==> config.mk <==
export PLATFORM = sky130hd
export DESIGN_NAME = opb_constraint_line_parser
export DESIGN_NICKNAME = d
export VERILOG_FILES = /design/src/opb_clp_pkg.sv /design/src/opb_clp_parser.sv /design/src/opb_clp_out_fifo.sv /design/src/opb_constraint_line_parser.sv
export SDC_FILE = /design/constraint.sdc
export NUM_CORES = 1
export LEC_CHECK = 0
export BUFFER_PORTS_ARGS = -buffer_cell sky130_fd_sc_hd__buf_2
export CAP_MARGIN = 15
export CELL_PAD_IN_SITES_DETAIL_PLACEMENT = 2
export CELL_PAD_IN_SITES_GLOBAL_PLACEMENT = 2
export CORE_UTILIZATION = 35
export DETAILED_ROUTE_END_ITERATION = 7
export PLACE_DENSITY_LB_ADDON = 0.15
export SETUP_SLACK_MARGIN = 0.4
export SLEW_MARGIN = 20
export SYNTH_ARGS = -nofsm -noshare
export SYNTH_HDL_FRONTEND = slang
export SYNTH_SLANG_ARGS = --single-unit
export TNS_END_PERCENT = 100
==> constraint.sdc <==
create_clock -name clk_i -period 6.99 [get_ports clk_i]
set_input_delay 0.3495 -clock clk_i [delete_from_list [all_inputs] [get_ports clk_i]]
set_output_delay 0.3495 -clock clk_i [all_outputs]
set_load 0.01 [all_outputs]
==> src/opb_clp_pkg.sv <==
// Shared types and constants for the OPB constraint line parser.
// Holds field widths, character codes, parse phases and the result record.
// No dependencies.
package opb_clp_pkg;

  localparam int VARIABLE_BITS = 20;
  localparam int NUMBER_BITS   = 31;
  localparam int INDEX_BITS    = 20;

  // Common width for comparing a parsed number against the variable limit.
  localparam int CMP_BITS = (NUMBER_BITS > VARIABLE_BITS) ? NUMBER_BITS : VARIABLE_BITS;

  localparam logic [NUMBER_BITS-1:0]   NUM_MAX = '1;
  localparam logic [VARIABLE_BITS-1:0] VAR_MAX = '1;
  localparam logic [INDEX_BITS-1:0]    IDX_MAX = '1;

  localparam logic [7:0] CH_LF    = 8'd10;
  localparam logic [7:0] CH_SPACE = 8'd32;
  localparam logic [7:0] CH_STAR  = 8'h2A;
  localparam logic [7:0] CH_PLUS  = 8'h2B;
  localparam logic [7:0] CH_MINUS = 8'h2D;
  localparam logic [7:0] CH_ZERO  = 8'h30;
  localparam logic [7:0] CH_NINE  = 8'h39;
  localparam logic [7:0] CH_COLON = 8'h3A;
  localparam logic [7:0] CH_SEMI  = 8'h3B;
  localparam logic [7:0] CH_EQ    = 8'h3D;
  localparam logic [7:0] CH_GT    = 8'h3E;
  localparam logic [7:0] CH_A     = 8'h61;
  localparam logic [7:0] CH_I     = 8'h69;
  localparam logic [7:0] CH_M     = 8'h6D;
  localparam logic [7:0] CH_N     = 8'h6E;
  localparam logic [7:0] CH_X     = 8'h78;

  typedef enum logic [3:0] {
    PH_LINE_START = 4'd0,
    PH_SKIP       = 4'd1,
    PH_OBJ_M      = 4'd2,
    PH_OBJ_MIN    = 4'd3,
    PH_OBJ_MAX    = 4'd4,
    PH_TERM_START = 4'd5,
    PH_TERM_COEF  = 4'd6,
    PH_TERM_VAR   = 4'd7,
    PH_CMP_GE     = 4'd8,
    PH_CONST_SIGN = 4'd9,
    PH_CONST_DIG  = 4'd10
  } phase_e;

  typedef enum logic [1:0] {
    KIND_TERM    = 2'd0,
    KIND_CEND    = 2'd1,
    KIND_ERROR   = 2'd2,
    KIND_SUMMARY = 2'd3
  } kind_e;

  typedef enum logic [1:0] {
    ERR_NONE      = 2'd0,
    ERR_MISSING_X = 2'd1,
    ERR_BAD_CMP   = 2'd2,
    ERR_NO_SEMI   = 2'd3
  } err_e;

  typedef struct packed {
    kind_e                    kind;
    logic [INDEX_BITS-1:0]    idx;
    logic [VARIABLE_BITS:0]   literal;
    logic [NUMBER_BITS-1:0]   coef;
    logic [NUMBER_BITS:0]     constant;
    logic                     is_eq;
    logic [VARIABLE_BITS-1:0] max_var;
    logic [INDEX_BITS-1:0]    count;
    err_e                     err;
    logic                     last;
  } result_t;

  // Up to two results per item, in order.
  typedef struct packed {
    logic [1:0] num;
    result_t    r0;
    result_t    r1;
  } result_pair_t;

endpackage

==> src/opb_clp_parser.sv <==
// Parse state machine and datapath: consumes one character per item and
// produces up to two results. Depends on opb_clp_pkg.
module opb_clp_parser
  import opb_clp_pkg::*;
(
  input  logic         clk_i,
  input  logic         rst_ni,
  input  logic         accept_i,
  input  logic [7:0]   text_byte_i,
  input  logic         end_of_input_i,
  output result_pair_t res_o
);

  phase_e                   phase_q, phase_d;
  logic [1:0]               obj_q, obj_d;
  logic [NUMBER_BITS-1:0]   acc_q, acc_d;
  logic [NUMBER_BITS-1:0]   held_q, held_d;
  logic                     tneg_q, tneg_d;
  logic                     cneg_q, cneg_d;
  logic                     eq_q, eq_d;
  logic [VARIABLE_BITS-1:0] maxv_q, maxv_d;
  logic [INDEX_BITS-1:0]    cnt_q, cnt_d;
  logic                     halted_q, halted_d;

  logic [7:0] c;
  logic       kept, c_digit, c_sign, c_neg, toc_run, cc_run;

  logic [NUMBER_BITS+3:0]   prod;
  logic [NUMBER_BITS-1:0]   acc_dig;
  logic [CMP_BITS-1:0]      acc_ext;
  logic [VARIABLE_BITS-1:0] var_val;

  logic term_v, cend_v, err_v, sum_v;
  err_e err_code;

  // End of input closes an open line as a newline would.
  assign c       = end_of_input_i ? CH_LF : text_byte_i;
  assign kept    = accept_i && !halted_q && (c != CH_SPACE);
  assign c_digit = (c >= CH_ZERO) && (c <= CH_NINE);
  assign c_neg   = (c == CH_MINUS);
  assign c_sign  = (c == CH_PLUS) || c_neg;

  // Where a term or a comparator may start.
  assign toc_run = kept && (((phase_q == PH_LINE_START) && (c != CH_LF) && (c != CH_STAR)
                             && (c != CH_M)) || (phase_q == PH_TERM_START)
                            || ((phase_q == PH_TERM_VAR) && !c_digit));
  // Where a constant digit or the closing semicolon may follow.
  assign cc_run  = kept && (((phase_q == PH_CONST_SIGN) && !c_sign)
                            || (phase_q == PH_CONST_DIG));

  // Saturating decimal accumulate: acc*10 + digit.
  assign prod    = ((NUMBER_BITS+4)'(acc_q) << 3) + ((NUMBER_BITS+4)'(acc_q) << 1)
                 + (NUMBER_BITS+4)'(c[3:0]);
  assign acc_dig = (prod > (NUMBER_BITS+4)'(NUM_MAX)) ? NUM_MAX : prod[NUMBER_BITS-1:0];

  assign acc_ext = CMP_BITS'(acc_q);
  assign var_val = (acc_ext > CMP_BITS'(VAR_MAX)) ? VAR_MAX : acc_ext[VARIABLE_BITS-1:0];

  // Next phase.
  always_comb begin
    phase_d = phase_q;
    obj_d   = obj_q;
    if (kept) begin
      case (phase_q)
        PH_LINE_START: begin
          if (c == CH_STAR) begin
            phase_d = PH_SKIP;
          end else if (c == CH_M) begin
            phase_d = PH_OBJ_M;
            obj_d   = 2'd1;
          end
        end
        PH_SKIP: begin
          if (c == CH_LF) phase_d = PH_LINE_START;
        end
        PH_OBJ_M: begin
          obj_d = 2'd2;
          if (c == CH_I) phase_d = PH_OBJ_MIN;
          else if (c == CH_A) phase_d = PH_OBJ_MAX;
        end
        PH_OBJ_MIN, PH_OBJ_MAX: begin
          if (obj_q == 2'd2) begin
            obj_d = 2'd3;
          end else if (c == CH_COLON) begin
            obj_d   = 2'd0;
            phase_d = PH_SKIP;
          end
        end
        PH_TERM_COEF: begin
          if (c == CH_X) phase_d = PH_TERM_VAR;
        end
        PH_CMP_GE: begin
          if (c == CH_EQ) phase_d = PH_CONST_SIGN;
        end
        PH_CONST_SIGN: begin
          phase_d = PH_CONST_DIG;
        end
        PH_TERM_START, PH_TERM_VAR, PH_CONST_DIG: begin
        end
        default: begin
          phase_d = PH_LINE_START;
        end
      endcase
      if (toc_run) begin
        if (c_sign) phase_d = PH_TERM_COEF;
        else if (c == CH_EQ) phase_d = PH_CONST_SIGN;
        else if (c == CH_GT) phase_d = PH_CMP_GE;
      end
      if (cc_run && (c == CH_SEMI)) phase_d = PH_SKIP;
    end
  end

  // Datapath updates and result flags.
  always_comb begin
    acc_d    = acc_q;
    held_d   = held_q;
    tneg_d   = tneg_q;
    cneg_d   = cneg_q;
    eq_d     = eq_q;
    maxv_d   = maxv_q;
    cnt_d    = cnt_q;
    term_v   = 1'b0;
    cend_v   = 1'b0;
    err_v    = 1'b0;
    err_code = ERR_NONE;
    if (kept) begin
      case (phase_q)
        PH_LINE_START: begin
          if (toc_run) begin
            eq_d   = 1'b0;
            cneg_d = 1'b0;
            tneg_d = 1'b0;
            acc_d  = '0;
            held_d = '0;
          end
        end
        PH_OBJ_M: begin
          if ((c != CH_I) && (c != CH_A)) begin
            err_v    = 1'b1;
            err_code = ERR_BAD_CMP;
          end
        end
        PH_OBJ_MIN: begin
          if (c != ((obj_q == 2'd2) ? CH_N : CH_COLON)) begin
            err_v    = 1'b1;
            err_code = ERR_BAD_CMP;
          end
        end
        PH_OBJ_MAX: begin
          if (c != ((obj_q == 2'd2) ? CH_X : CH_COLON)) begin
            err_v    = 1'b1;
            err_code = ERR_BAD_CMP;
          end
        end
        PH_TERM_COEF: begin
          if (c_digit) begin
            acc_d = acc_dig;
          end else if (c == CH_X) begin
            held_d = acc_q;
            acc_d  = '0;
          end else begin
            err_v    = 1'b1;
            err_code = ERR_MISSING_X;
          end
        end
        PH_TERM_VAR: begin
          if (c_digit) begin
            acc_d = acc_dig;
          end else begin
            term_v = 1'b1;
            if (var_val > maxv_q) maxv_d = var_val;
          end
        end
        PH_CMP_GE: begin
          if (c == CH_EQ) begin
            eq_d   = 1'b0;
            acc_d  = '0;
            cneg_d = 1'b0;
          end else begin
            err_v    = 1'b1;
            err_code = ERR_BAD_CMP;
          end
        end
        PH_CONST_SIGN: begin
          if (c_sign) cneg_d = c_neg;
        end
        PH_SKIP, PH_TERM_START, PH_CONST_DIG: begin
        end
        default: begin
        end
      endcase
      if (toc_run) begin
        if (c_sign) begin
          tneg_d = c_neg;
          acc_d  = '0;
        end else if (c == CH_EQ) begin
          eq_d   = 1'b1;
          acc_d  = '0;
          cneg_d = 1'b0;
        end else if (c != CH_GT) begin
          err_v    = 1'b1;
          err_code = ERR_BAD_CMP;
        end
      end
      if (cc_run) begin
        if (c_digit) begin
          acc_d = acc_dig;
        end else if (c == CH_SEMI) begin
          cend_v = 1'b1;
          if (cnt_q != IDX_MAX) cnt_d = cnt_q + INDEX_BITS'(1);
        end else begin
          err_v    = 1'b1;
          err_code = ERR_NO_SEMI;
        end
      end
    end
    sum_v    = kept && end_of_input_i && !err_v;
    halted_d = halted_q | err_v;
  end

  // Result records. A term can only be followed by an error in the same item.
  always_comb begin
    result_t rt, rx;
    rt          = '0;
    rt.kind     = KIND_TERM;
    rt.idx      = cnt_q;
    rt.literal  = tneg_q ? ((VARIABLE_BITS+1)'(0) - (VARIABLE_BITS+1)'(var_val))
                         : (VARIABLE_BITS+1)'(var_val);
    rt.coef     = held_q;
    rt.err      = ERR_NONE;
    rx          = '0;
    rx.idx      = cnt_q;
    rx.err      = ERR_NONE;
    if (err_v) begin
      rx.kind = KIND_ERROR;
      rx.err  = err_code;
    end else if (cend_v) begin
      rx.kind     = KIND_CEND;
      rx.constant = cneg_q ? ((NUMBER_BITS+1)'(0) - (NUMBER_BITS+1)'(acc_q))
                           : (NUMBER_BITS+1)'(acc_q);
      rx.is_eq    = eq_q;
    end else begin
      rx.kind    = KIND_SUMMARY;
      rx.max_var = maxv_d;
      rx.count   = cnt_q;
    end
    rx.last = 1'b1;
    res_o.num = 2'd0;
    res_o.r0  = rx;
    res_o.r1  = rx;
    if (term_v) begin
      rt.last   = !err_v;
      res_o.r0  = rt;
      res_o.num = err_v ? 2'd2 : 2'd1;
    end else if (err_v || cend_v || sum_v) begin
      res_o.num = 2'd1;
    end
  end

  always_ff @(posedge clk_i or negedge rst_ni) begin
    if (!rst_ni) begin
      phase_q  <= PH_LINE_START;
      obj_q    <= '0;
      acc_q    <= '0;
      held_q   <= '0;
      tneg_q   <= 1'b0;
      cneg_q   <= 1'b0;
      eq_q     <= 1'b0;
      maxv_q   <= '0;
      cnt_q    <= '0;
      halted_q <= 1'b0;
    end else begin
      phase_q  <= phase_d;
      obj_q    <= obj_d;
      acc_q    <= acc_d;
      held_q   <= held_d;
      tneg_q   <= tneg_d;
      cneg_q   <= cneg_d;
      eq_q     <= eq_d;
      maxv_q   <= maxv_d;
      cnt_q    <= cnt_d;
      halted_q <= halted_d;
    end
  end

endmodule

==> src/opb_clp_out_fifo.sv <==
// Four-entry result queue that takes up to two results per cycle and
// hands out one per cycle while not stalled. Depends on opb_clp_pkg.
module opb_clp_out_fifo
  import opb_clp_pkg::*;
(
  input  logic         clk_i,
  input  logic         rst_ni,
  input  logic         push_i,
  input  result_pair_t data_i,
  output logic         room2_o,
  output logic         valid_o,
  input  logic         stall_i,
  output result_t      data_o
);

  result_t    mem_q [4];
  logic [1:0] wp_q, rp_q;
  logic [2:0] cnt_q;
  logic [1:0] npush;
  logic       pop;

  assign npush   = push_i ? data_i.num : 2'd0;
  assign valid_o = (cnt_q != 3'd0);
  assign pop     = valid_o && !stall_i;
  assign room2_o = (cnt_q <= 3'd2);
  assign data_o  = mem_q[rp_q];

  always_ff @(posedge clk_i) begin
    if (npush != 2'd0) mem_q[wp_q] <= data_i.r0;
    if (npush == 2'd2) mem_q[wp_q + 2'd1] <= data_i.r1;
  end

  always_ff @(posedge clk_i or negedge rst_ni) begin
    if (!rst_ni) begin
      wp_q  <= '0;
      rp_q  <= '0;
      cnt_q <= '0;
    end else begin
      wp_q  <= wp_q + npush;
      rp_q  <= rp_q + 2'(pop);
      cnt_q <= cnt_q + 3'(npush) - 3'(pop);
    end
  end

endmodule

==> src/opb_constraint_line_parser.sv <==
// Top level of the OPB constraint line parser: parser core plus result queue.
// Depends on opb_clp_pkg, opb_clp_parser and opb_clp_out_fifo.
//
// Takes constraint text one byte per item and emits term, constraint-end,
// error and summary results. One byte is accepted per clock cycle while the
// input is not stalled; the parse state updates in the cycle of acceptance
// and its results are registered in a four-entry queue that drives the output.
// The input stalls only when the queue holds more than two results, since
// one byte can produce up to two of them. After the first error the block
// ignores all input until reset.
module opb_constraint_line_parser
  import opb_clp_pkg::*;
(
  input  logic                            clk_i,
  input  logic                            rst_ni,
  input  logic                            in_valid_i,
  output logic                            in_stall_o,
  input  logic [7:0]                      text_byte_i,
  input  logic                            end_of_input_i,
  output logic                            out_valid_o,
  input  logic                            out_stall_i,
  output logic [1:0]                      kind_o,
  output logic [INDEX_BITS-1:0]           constraint_index_o,
  output logic signed [VARIABLE_BITS:0]   literal_o,
  output logic [NUMBER_BITS-1:0]          coefficient_o,
  output logic signed [NUMBER_BITS:0]     constant_o,
  output logic                            is_equality_o,
  output logic [VARIABLE_BITS-1:0]        max_variable_o,
  output logic [INDEX_BITS-1:0]           constraint_count_o,
  output logic [1:0]                      error_code_o,
  output logic                            last_o
);

  logic         accept, room2;
  result_pair_t res;
  result_t      head;

  assign in_stall_o = !room2;
  assign accept     = in_valid_i && room2;

  opb_clp_parser u_parser (
    .clk_i          (clk_i),
    .rst_ni         (rst_ni),
    .accept_i       (accept),
    .text_byte_i    (text_byte_i),
    .end_of_input_i (end_of_input_i),
    .res_o          (res)
  );

  opb_clp_out_fifo u_out_fifo (
    .clk_i   (clk_i),
    .rst_ni  (rst_ni),
    .push_i  (accept),
    .data_i  (res),
    .room2_o (room2),
    .valid_o (out_valid_o),
    .stall_i (out_stall_i),
    .data_o  (head)
  );

  assign kind_o             = head.kind;
  assign constraint_index_o = head.idx;
  assign literal_o          = $signed(head.literal);
  assign coefficient_o      = head.coef;
  assign constant_o         = $signed(head.constant);
  assign is_equality_o      = head.is_eq;
  assign max_variable_o     = head.max_var;
  assign constraint_count_o = head.count;
  assign error_code_o       = head.err;
  assign last_o             = head.last;

endmodule
==> results of run 1 <==
==> cell type report <==
| cell class | instances | area [um^2] |
|---|---|---|
| fill | 10250 | 59900 |
| sequential | 719 | 18900 |
| multi-input combinational | 2100 | 15200 |
| clock buffer | 118 | 2370 |
| tap | 1298 | 1620 |
| timing repair buffer | 227 | 1380 |
| clock inverter | 34 | 327 |
| inverter | 81 | 312 |
==> cells in the final DEF (no fill, tap or decap), drive strengths merged, types with 13 or more instances in the layout <==
cell    instances
nand2         395
edfxtp        388
nor2          239
buf           226
dfxtp         212
a21oi         193
mux4          150
nor3          121
nand3         121
dfrtp         119
clkbuf        118
ha             90
and3           89
inv            81
o21ai          74
xnor2          65
nor2b          56
and2           45
mux2i          45
nand2b         40
or2            38
a32o           33
clkinv         30
a22o           28
nand4          27
a221o          25
a31oi          24
xor2           19
a21o           14
a211oi         14
nand4b         13
or3            13
o211ai         13
==> repair_timing <==
action | 4_1_cts | 5_1_grt
hold buffers | 1 | 0
setup buffers | 0 | 0
hold endpoints to repair | 72 | 0
==> state kept, by name, indices dropped and copies added (netlist names), 2 cells and up <==
register,cells
u_out_fifo.mem_q,600
u_parser.obj_q,2
u_parser.held_q,31
u_out_fifo.cnt_q,3
u_parser.phase_q,4
u_parser.cnt_q,20
u_out_fifo.rp_q,2
u_parser.maxv_q,20
u_parser.acc_ext,31
u_out_fifo.wp_q,2
==> cells in the mapped netlist, drive strengths merged, types with 5 or more instances <==
cell type,instances,area [um^2]
nand2,395,1480
edfxtp,388,11700
nor2,239,897
dfxtp,212,4240
a21oi,193,977
clkbuf,155,583
mux4,150,3380
nand3,121,606
nor3,121,606
dfrtp,119,2980
buf,115,542
ha,90,1130
and3,89,557
inv,80,300
o21ai,74,374
xnor2,65,569
nor2b,56,350
and2,45,282
mux2i,45,450
nand2b,40,250
or2,38,238
a32o,33,330
a22o,28,245
nand4,27,169
a221o,25,250
a31oi,24,171
xor2,19,166
a211oi,14,110
a21o,14,105
nand4b,13,114
o211ai,13,97.6
or3,13,81.3
o31ai,12,90.1
nor4,11,83.8
o21a,10,75.1
nand3b,8,60.1
a21boi,7,52.6
a211o,5,45.0
o2111ai,5,43.8
o41ai,5,51.3
==> through the flow <==
step	power [mW]	cell area, um^2
floorplan	5.82	35300
global placement	6.62	37400
detailed placement	6.63	37400
CTS	11.0	40100
global route	11.2	40100
finish	10.8	40100
==> power breakdown <==
group	switching, mW	internal, mW
clock	1.86	2.49
sequential	0.0519	4.44
combinational	1.13	0.873
==> worst max-delay path, delay by kind of cell, from the launching register on <==
| family | cells | cell delay (ps) |
|---|---|---|
| simple gates | 1 | 300 |
| flops | 1 | 800 |
| compound gates | 6 | 1720 |
| buf+inv | 4 | 2010 |
==> worst max path at each step <==
stage,endpoint,slack [ps],cells past startpoint
2_1_floorplan,u_out_fifo.mem_q[3][10],1500,9
6_report,u_out_fifo.mem_q[1][130],1650,11
3_3_place_gp,u_out_fifo.mem_q[2][34],1720,11
4_1_cts,u_out_fifo.mem_q[1][130],1580,11
3_5_place_dp,u_out_fifo.mem_q[2][33],1550,11
5_1_grt,u_out_fifo.mem_q[1][130],1280,11
==> metal layers <==
metal	vias up	track usage [%]	wire length (um)
met4	2	8.71	3890
met5	-	0	8
li1	11630	-	-
met3	172	2.75	4020
met2	445	43.5	63600
met1	13910	32.1	55300
==> cell families (layout without fill, tap and decap cells) <==
| kind of cell | Yosys count | in the layout | share of synthesized area (%) |
|---|---|---|---|
| AOI/OAI and AO/OA | 492 | 492 | 9.33 |
| xor gates and xnor gates | 84 | 84 | 2.08 |
| adders and majority gates | 92 | 92 | 3.30 |
| buffers and inverters | 351 | 460 | 4.05 |
| DFF | 719 | 719 | 53.4 |
| muxes | 196 | 196 | 10.9 |
| and+or+nand+nor | 1236 | 1236 | 16.9 |
==> results.md, run 1 <==
- Final worst path period need: 5340 ps
- Crit path required time: 7290 ps
- Die Ht: 320 um
- R2R Path End: u_out_fifo.mem_q[1][130]
- Post-synth EDFFs: 388
- Core box area: 100000 um^2
- Crit. End Element: register
- Startpoint class of the critical path: register
- Synth Flop Type: edfxtp_1
- Clk Tree Root Cell: clkbuf_16
- DRT Pass-1 Iters: 5
- Fin crit share: 76.4%
- Final WL: 127 mm
- Setup crit start: u_parser.phase_q[0]
- Post-DP HPWL: 80.8 mm
- Syn Inst Count: 3170
- Largest buffer count on any clock path: 3
- Area grow syn2layout: 13.7%
- RSZ-0062 raised after global routing: no
- WHS Endpoint: u_out_fifo.rp_q[0]
- Cell Count, Final, Fillers Out: 4577
- Slew Viols, Final: 0
- Antenna cell count: 0
- Flops & latches, synth: 719
- Final setup TNS: 0 ps
- Reg2reg start: u_parser.phase_q[0]
- Crit path largest cell delay: 800 ps
- Crit path top cell by count: buf_4
- Number of placed I/O pins: 165
- Synth cell types: 84
- Critical path type: register to register
- Gr ovfl total: 0
- Pwr/cell area: 270 nW/um^2
- Full die area: 102000 um^2
- Max Clk Rate: 0.187 GHz
- Worst IR Drop VDD: 0.364 mV
- Number of global-route vias before repair: 29375
- Worst reg2reg path depth: 11
- Largest fanout on the critical path: 72
- First-pass GRT wire length: 192 mm
- Drc violations: 0
- Placed Cells: 4424
- Number of antenna violations at the first check in global routing: 2
- Clk slew on worst S/H paths: 70 ps
- IO Port Bufs: 164
- H-tree levels: 3
- Standard-cell rows: 116
- Worst hold-check path type: input port to register
- Routed via count: 26159
- Clk_skew: 60.2 ps
- Synthesized net count: 3275
- Post-synthesis sequential area ratio: 53.4%
- Starting Density: 35.3%
- Cts bufs inserted: 82
- Layout cell share with drive strength beyond 1: 17.8%
- Slew @ Worst Pin: 1110 ps
- Post-layout util: 40.1%
- Antenna Nets Post-Route: 0
- Worst slack at placement: 1550 ps
- Die width: 320 um
- Static leakage: 15.2 nW
- Synth Warn #: 0
- Syn_area_per_cell: 11.1 um^2
- WP data arrival: 5640 ps
- Post-DR vias/cell: 5.72
- Worst Hold Slack: 208 ps
- Post-synthesis cell area: 35300 um^2
- Post-CTS Resized: 0
- Skew-Pair Late Insertion Delay: 700 ps
- Slowest CP cell: dfrtp_1
- RePlAce Congestion: 0.856
- Hold Violations, Final: 0
- CTS sink cnt: 719
- Worst hold path startpoint: out_stall_i
- Total Routing Usage GR: 25.0%
- MaxCap Viol Count: 0
- Largest net degree at the start of global routing: 106
- WHS Path Cells: 3
- Outcome: finished clean
- Max_slew headroom: 25.7%
- Final setup viols: 0
- Final #Nets: 3316
- Starting DRC count in detailed routing: 1529
- CTS tree: built
- Post-synth ARST share: 16.6%
- R2R Setup Slk: 1650 ps
- Setup WS post-layout: 1650 ps
- WL per Instance: 27.7 um
- Worst-path cell chain: nand2b_1 -> a2111oi_0 -> o21ai_1 -> a31oi_2 -> a2111oi_4 -> buf_4 -> a21boi_4 -> buf_4 -> a31oi_4 -> inv_4 -> buf_12
No activity file was read; power rests on OpenSTA's default activity.
==> run 2, diff against run 1 <==
==> constraint.sdc (replaced) <==
create_clock -name clk_i -period 4.4 [get_ports clk_i]
set_input_delay 0.22 -clock clk_i [delete_from_list [all_inputs] [get_ports clk_i]]
set_output_delay 0.22 -clock clk_i [all_outputs]
set_load 0.01 [all_outputs]
==> run 2 against run 1 <==
Compared with the run above: power rose by 59%; largest cell class unchanged; maximum frequency rose by 37%; die area unchanged; sequential power up 61%; first-iteration DRC count rose by 6.7%; clock power is 59% higher; critical path depth increased by 6; largest power group unchanged; flip-flop and latch count stayed put; critical path type unchanged; critical endpoint is now u_out_fifo.mem_q[3][28]; highest routed layer is now met4; sequential share of layout area down 1.4 points.
==> results.md, run 2 (synthesis results as in run 1) <==
- Slowest CP cell: dfrtp_1
- Slew Viols, Final: 0
- Number of placed I/O pins: 165
- Largest buffer count on any clock path: 3
- Largest fanout on the critical path: 13
- Most flops, register: u_out_fifo.mem_q
- Standard-cell rows: 116
- Pwr Total: 17.3 mW
- Commonest cells after routing, fill and taps aside: nand2_1 (394), edfxtp_1 (388), nor2_1 (233), dfxtp_1 (212), a21oi_1 (184)
- WL per Instance: 27.9 um
- Crit. End Element: register
- Core box area: 100000 um^2
- Antenna Nets Post-Route: 0
- MaxCap Viol Count: 0
- WHS Path Cells: 3
- Die Ht: 320 um
- Post-DR vias/cell: 5.72
- Startpoint class of the critical path: register
- Largest net degree at the start of global routing: 127
- Total Routing Usage GR: 25.2%
- Final worst path period need: 3910 ps
- Full die area: 102000 um^2
- Reg2reg start: u_parser.acc_ext[8]
- R2R Path End: u_out_fifo.mem_q[3][28]
- Final setup viols: 0
- Gr ovfl total: 0
- Area grow syn2layout: 17.2%
- Crit path largest cell delay: 620 ps
- Static leakage: 15.8 nW
- Crit path required time: 4880 ps
- IO Port Bufs: 164
- Post-layout util: 41.4%
- Worst Hold Slack: 78.9 ps
- Layout cell share with drive strength beyond 1: 20.9%
- Cts bufs inserted: 83
- Max_slew headroom: 35.3%
- Hold Violations, Final: 0
- Worst hold path startpoint: out_stall_i
- Clk_skew: 26.4 ps
- Outcome: finished clean
- Max FFs per register: 600
- Drc violations: 0
- Final WL: 130 mm
- RePlAce Congestion: 0.867
- CTS sink cnt: 719
- Commonest non-fill, non-tap cell in the layout: nand2_1
- Die width: 320 um
- CTS tree: built
- WHS Endpoint: u_out_fifo.rp_q[0]
- Critical path type: register to register
- Final #Nets: 3400
- Fin crit share: 88.9%
- Number of antenna violations at the first check in global routing: 2
- Starting DRC count in detailed routing: 1631
- Post-DP HPWL: 84.8 mm
- Number of global-route vias before repair: 29630
- Skew-Pair Late Insertion Delay: 670 ps
- Slew @ Worst Pin: 970 ps
- RSZ-0062 raised after global routing: yes
- Max Clk Rate: 0.256 GHz
- Worst IR Drop VDD: 0.273 mV
- R2R Setup Slk: 490 ps
- Clk slew on worst S/H paths: 60 ps
- DRT Pass-1 Iters: 5
- Pwr/cell area: 417 nW/um^2
- WP data arrival: 4400 ps
- Starting Density: 35.3%
- Routed via count: 26640
- H-tree levels: 3
- Setup WS post-layout: 487 ps
- Clk Tree Root Cell: clkbuf_16
- Antenna cell count: 0
- Worst reg2reg path depth: 17
- Worst slack at placement: 195 ps
- Final setup TNS: 0 ps
- First-pass GRT wire length: 195 mm
- Worst-path cell chain: nand4_1 -> nor2_1 -> a31oi_4 -> buf_4 -> clkbuf_16 -> nand2b_1 -> ha_1 -> o21a_1 -> o21ai_0 -> a21oi_1 -> nor2_1 -> a21oi_4 -> buf_12 -> clkbuf_16 -> mux2i_1 -> buf_4 -> nor3_1
- Worst hold-check path type: input port to register
==> run 2: power by group <==
part / internal, mW / total, mW / switching [mW]
Combinational: 1.44 / 3.13 / 1.69
Sequential: 7.05 / 7.24 / 0.190
Clock: 3.93 / 6.91 / 2.98
Total: 12.4 / 17.3 / 4.86
==> run 2: final cells by class <==
cell class / count / area, um^2
multi-input cells: 2100 / 15500
flip-flops and latches: 719 / 18900
well taps: 1298 / 1620
repair buffers: 310 / 2390
clock buffers: 117 / 2350
fillers: 10136 / 58600
clock inverters: 35 / 332
inverters: 81 / 314
==> run 2: critical path: cells and delay by family, from the launching register on <==
family | cells | cell delay [ps]
AND/OR/NAND/NOR | 5 | 1160
flip-flops | 1 | 620
adder cells (fa/ha/maj) | 1 | 330
AO/OA/AOI/OAI | 5 | 670
buffers and inverters | 5 | 820
multiplexers | 1 | 120
==> run 2: per-stage QoR <==
stage / std cells / area, um^2
after detailed placement: 4492 / 38200
after floorplan: 3170 / 35400
after CTS: 4645 / 40900
final: 4660 / 41400
after global placement: 4492 / 38200
after global routing: 4660 / 41400
==> run 2: timing repair <==
action,4_1_cts,5_1_grt
hold buffers,1,0
endpoints found under the setup margin,310,476
pin swaps,0,4
gates resized for setup,7,52
gates cloned,0,5
buffers inserted,0,10
endpoints found under the hold margin,47,0
==> run 2: routing by layer <==
layer | GRT usage [%] | vias to the layer above | part of all wire (%)
met5 | 0 | - | 0
li1 | - | 11806 | -
met2 | 44.0 | 500 | 51
met1 | 32.6 | 14169 | 43
met4 | 7.52 | 0 | 2.5
met3 | 2.86 | 165 | 3.4
==> run 2: how the worst max path moves through the flow <==
stage | start | endpoint | cells past startpoint
final | u_parser.acc_ext[8] | u_out_fifo.mem_q[3][28] | 17
after detailed placement | u_parser.phase_q[0] | u_out_fifo.mem_q[0][12] | 9
after global placement | u_parser.phase_q[0] | u_out_fifo.mem_q[0][17] | 9
after CTS | u_parser.acc_ext[30] | u_out_fifo.mem_q[0][31] | 15
after floorplan | end_of_input_i | u_out_fifo.mem_q[0][10] | 12
after global routing | u_parser.acc_ext[30] | u_out_fifo.mem_q[0][40] | 17
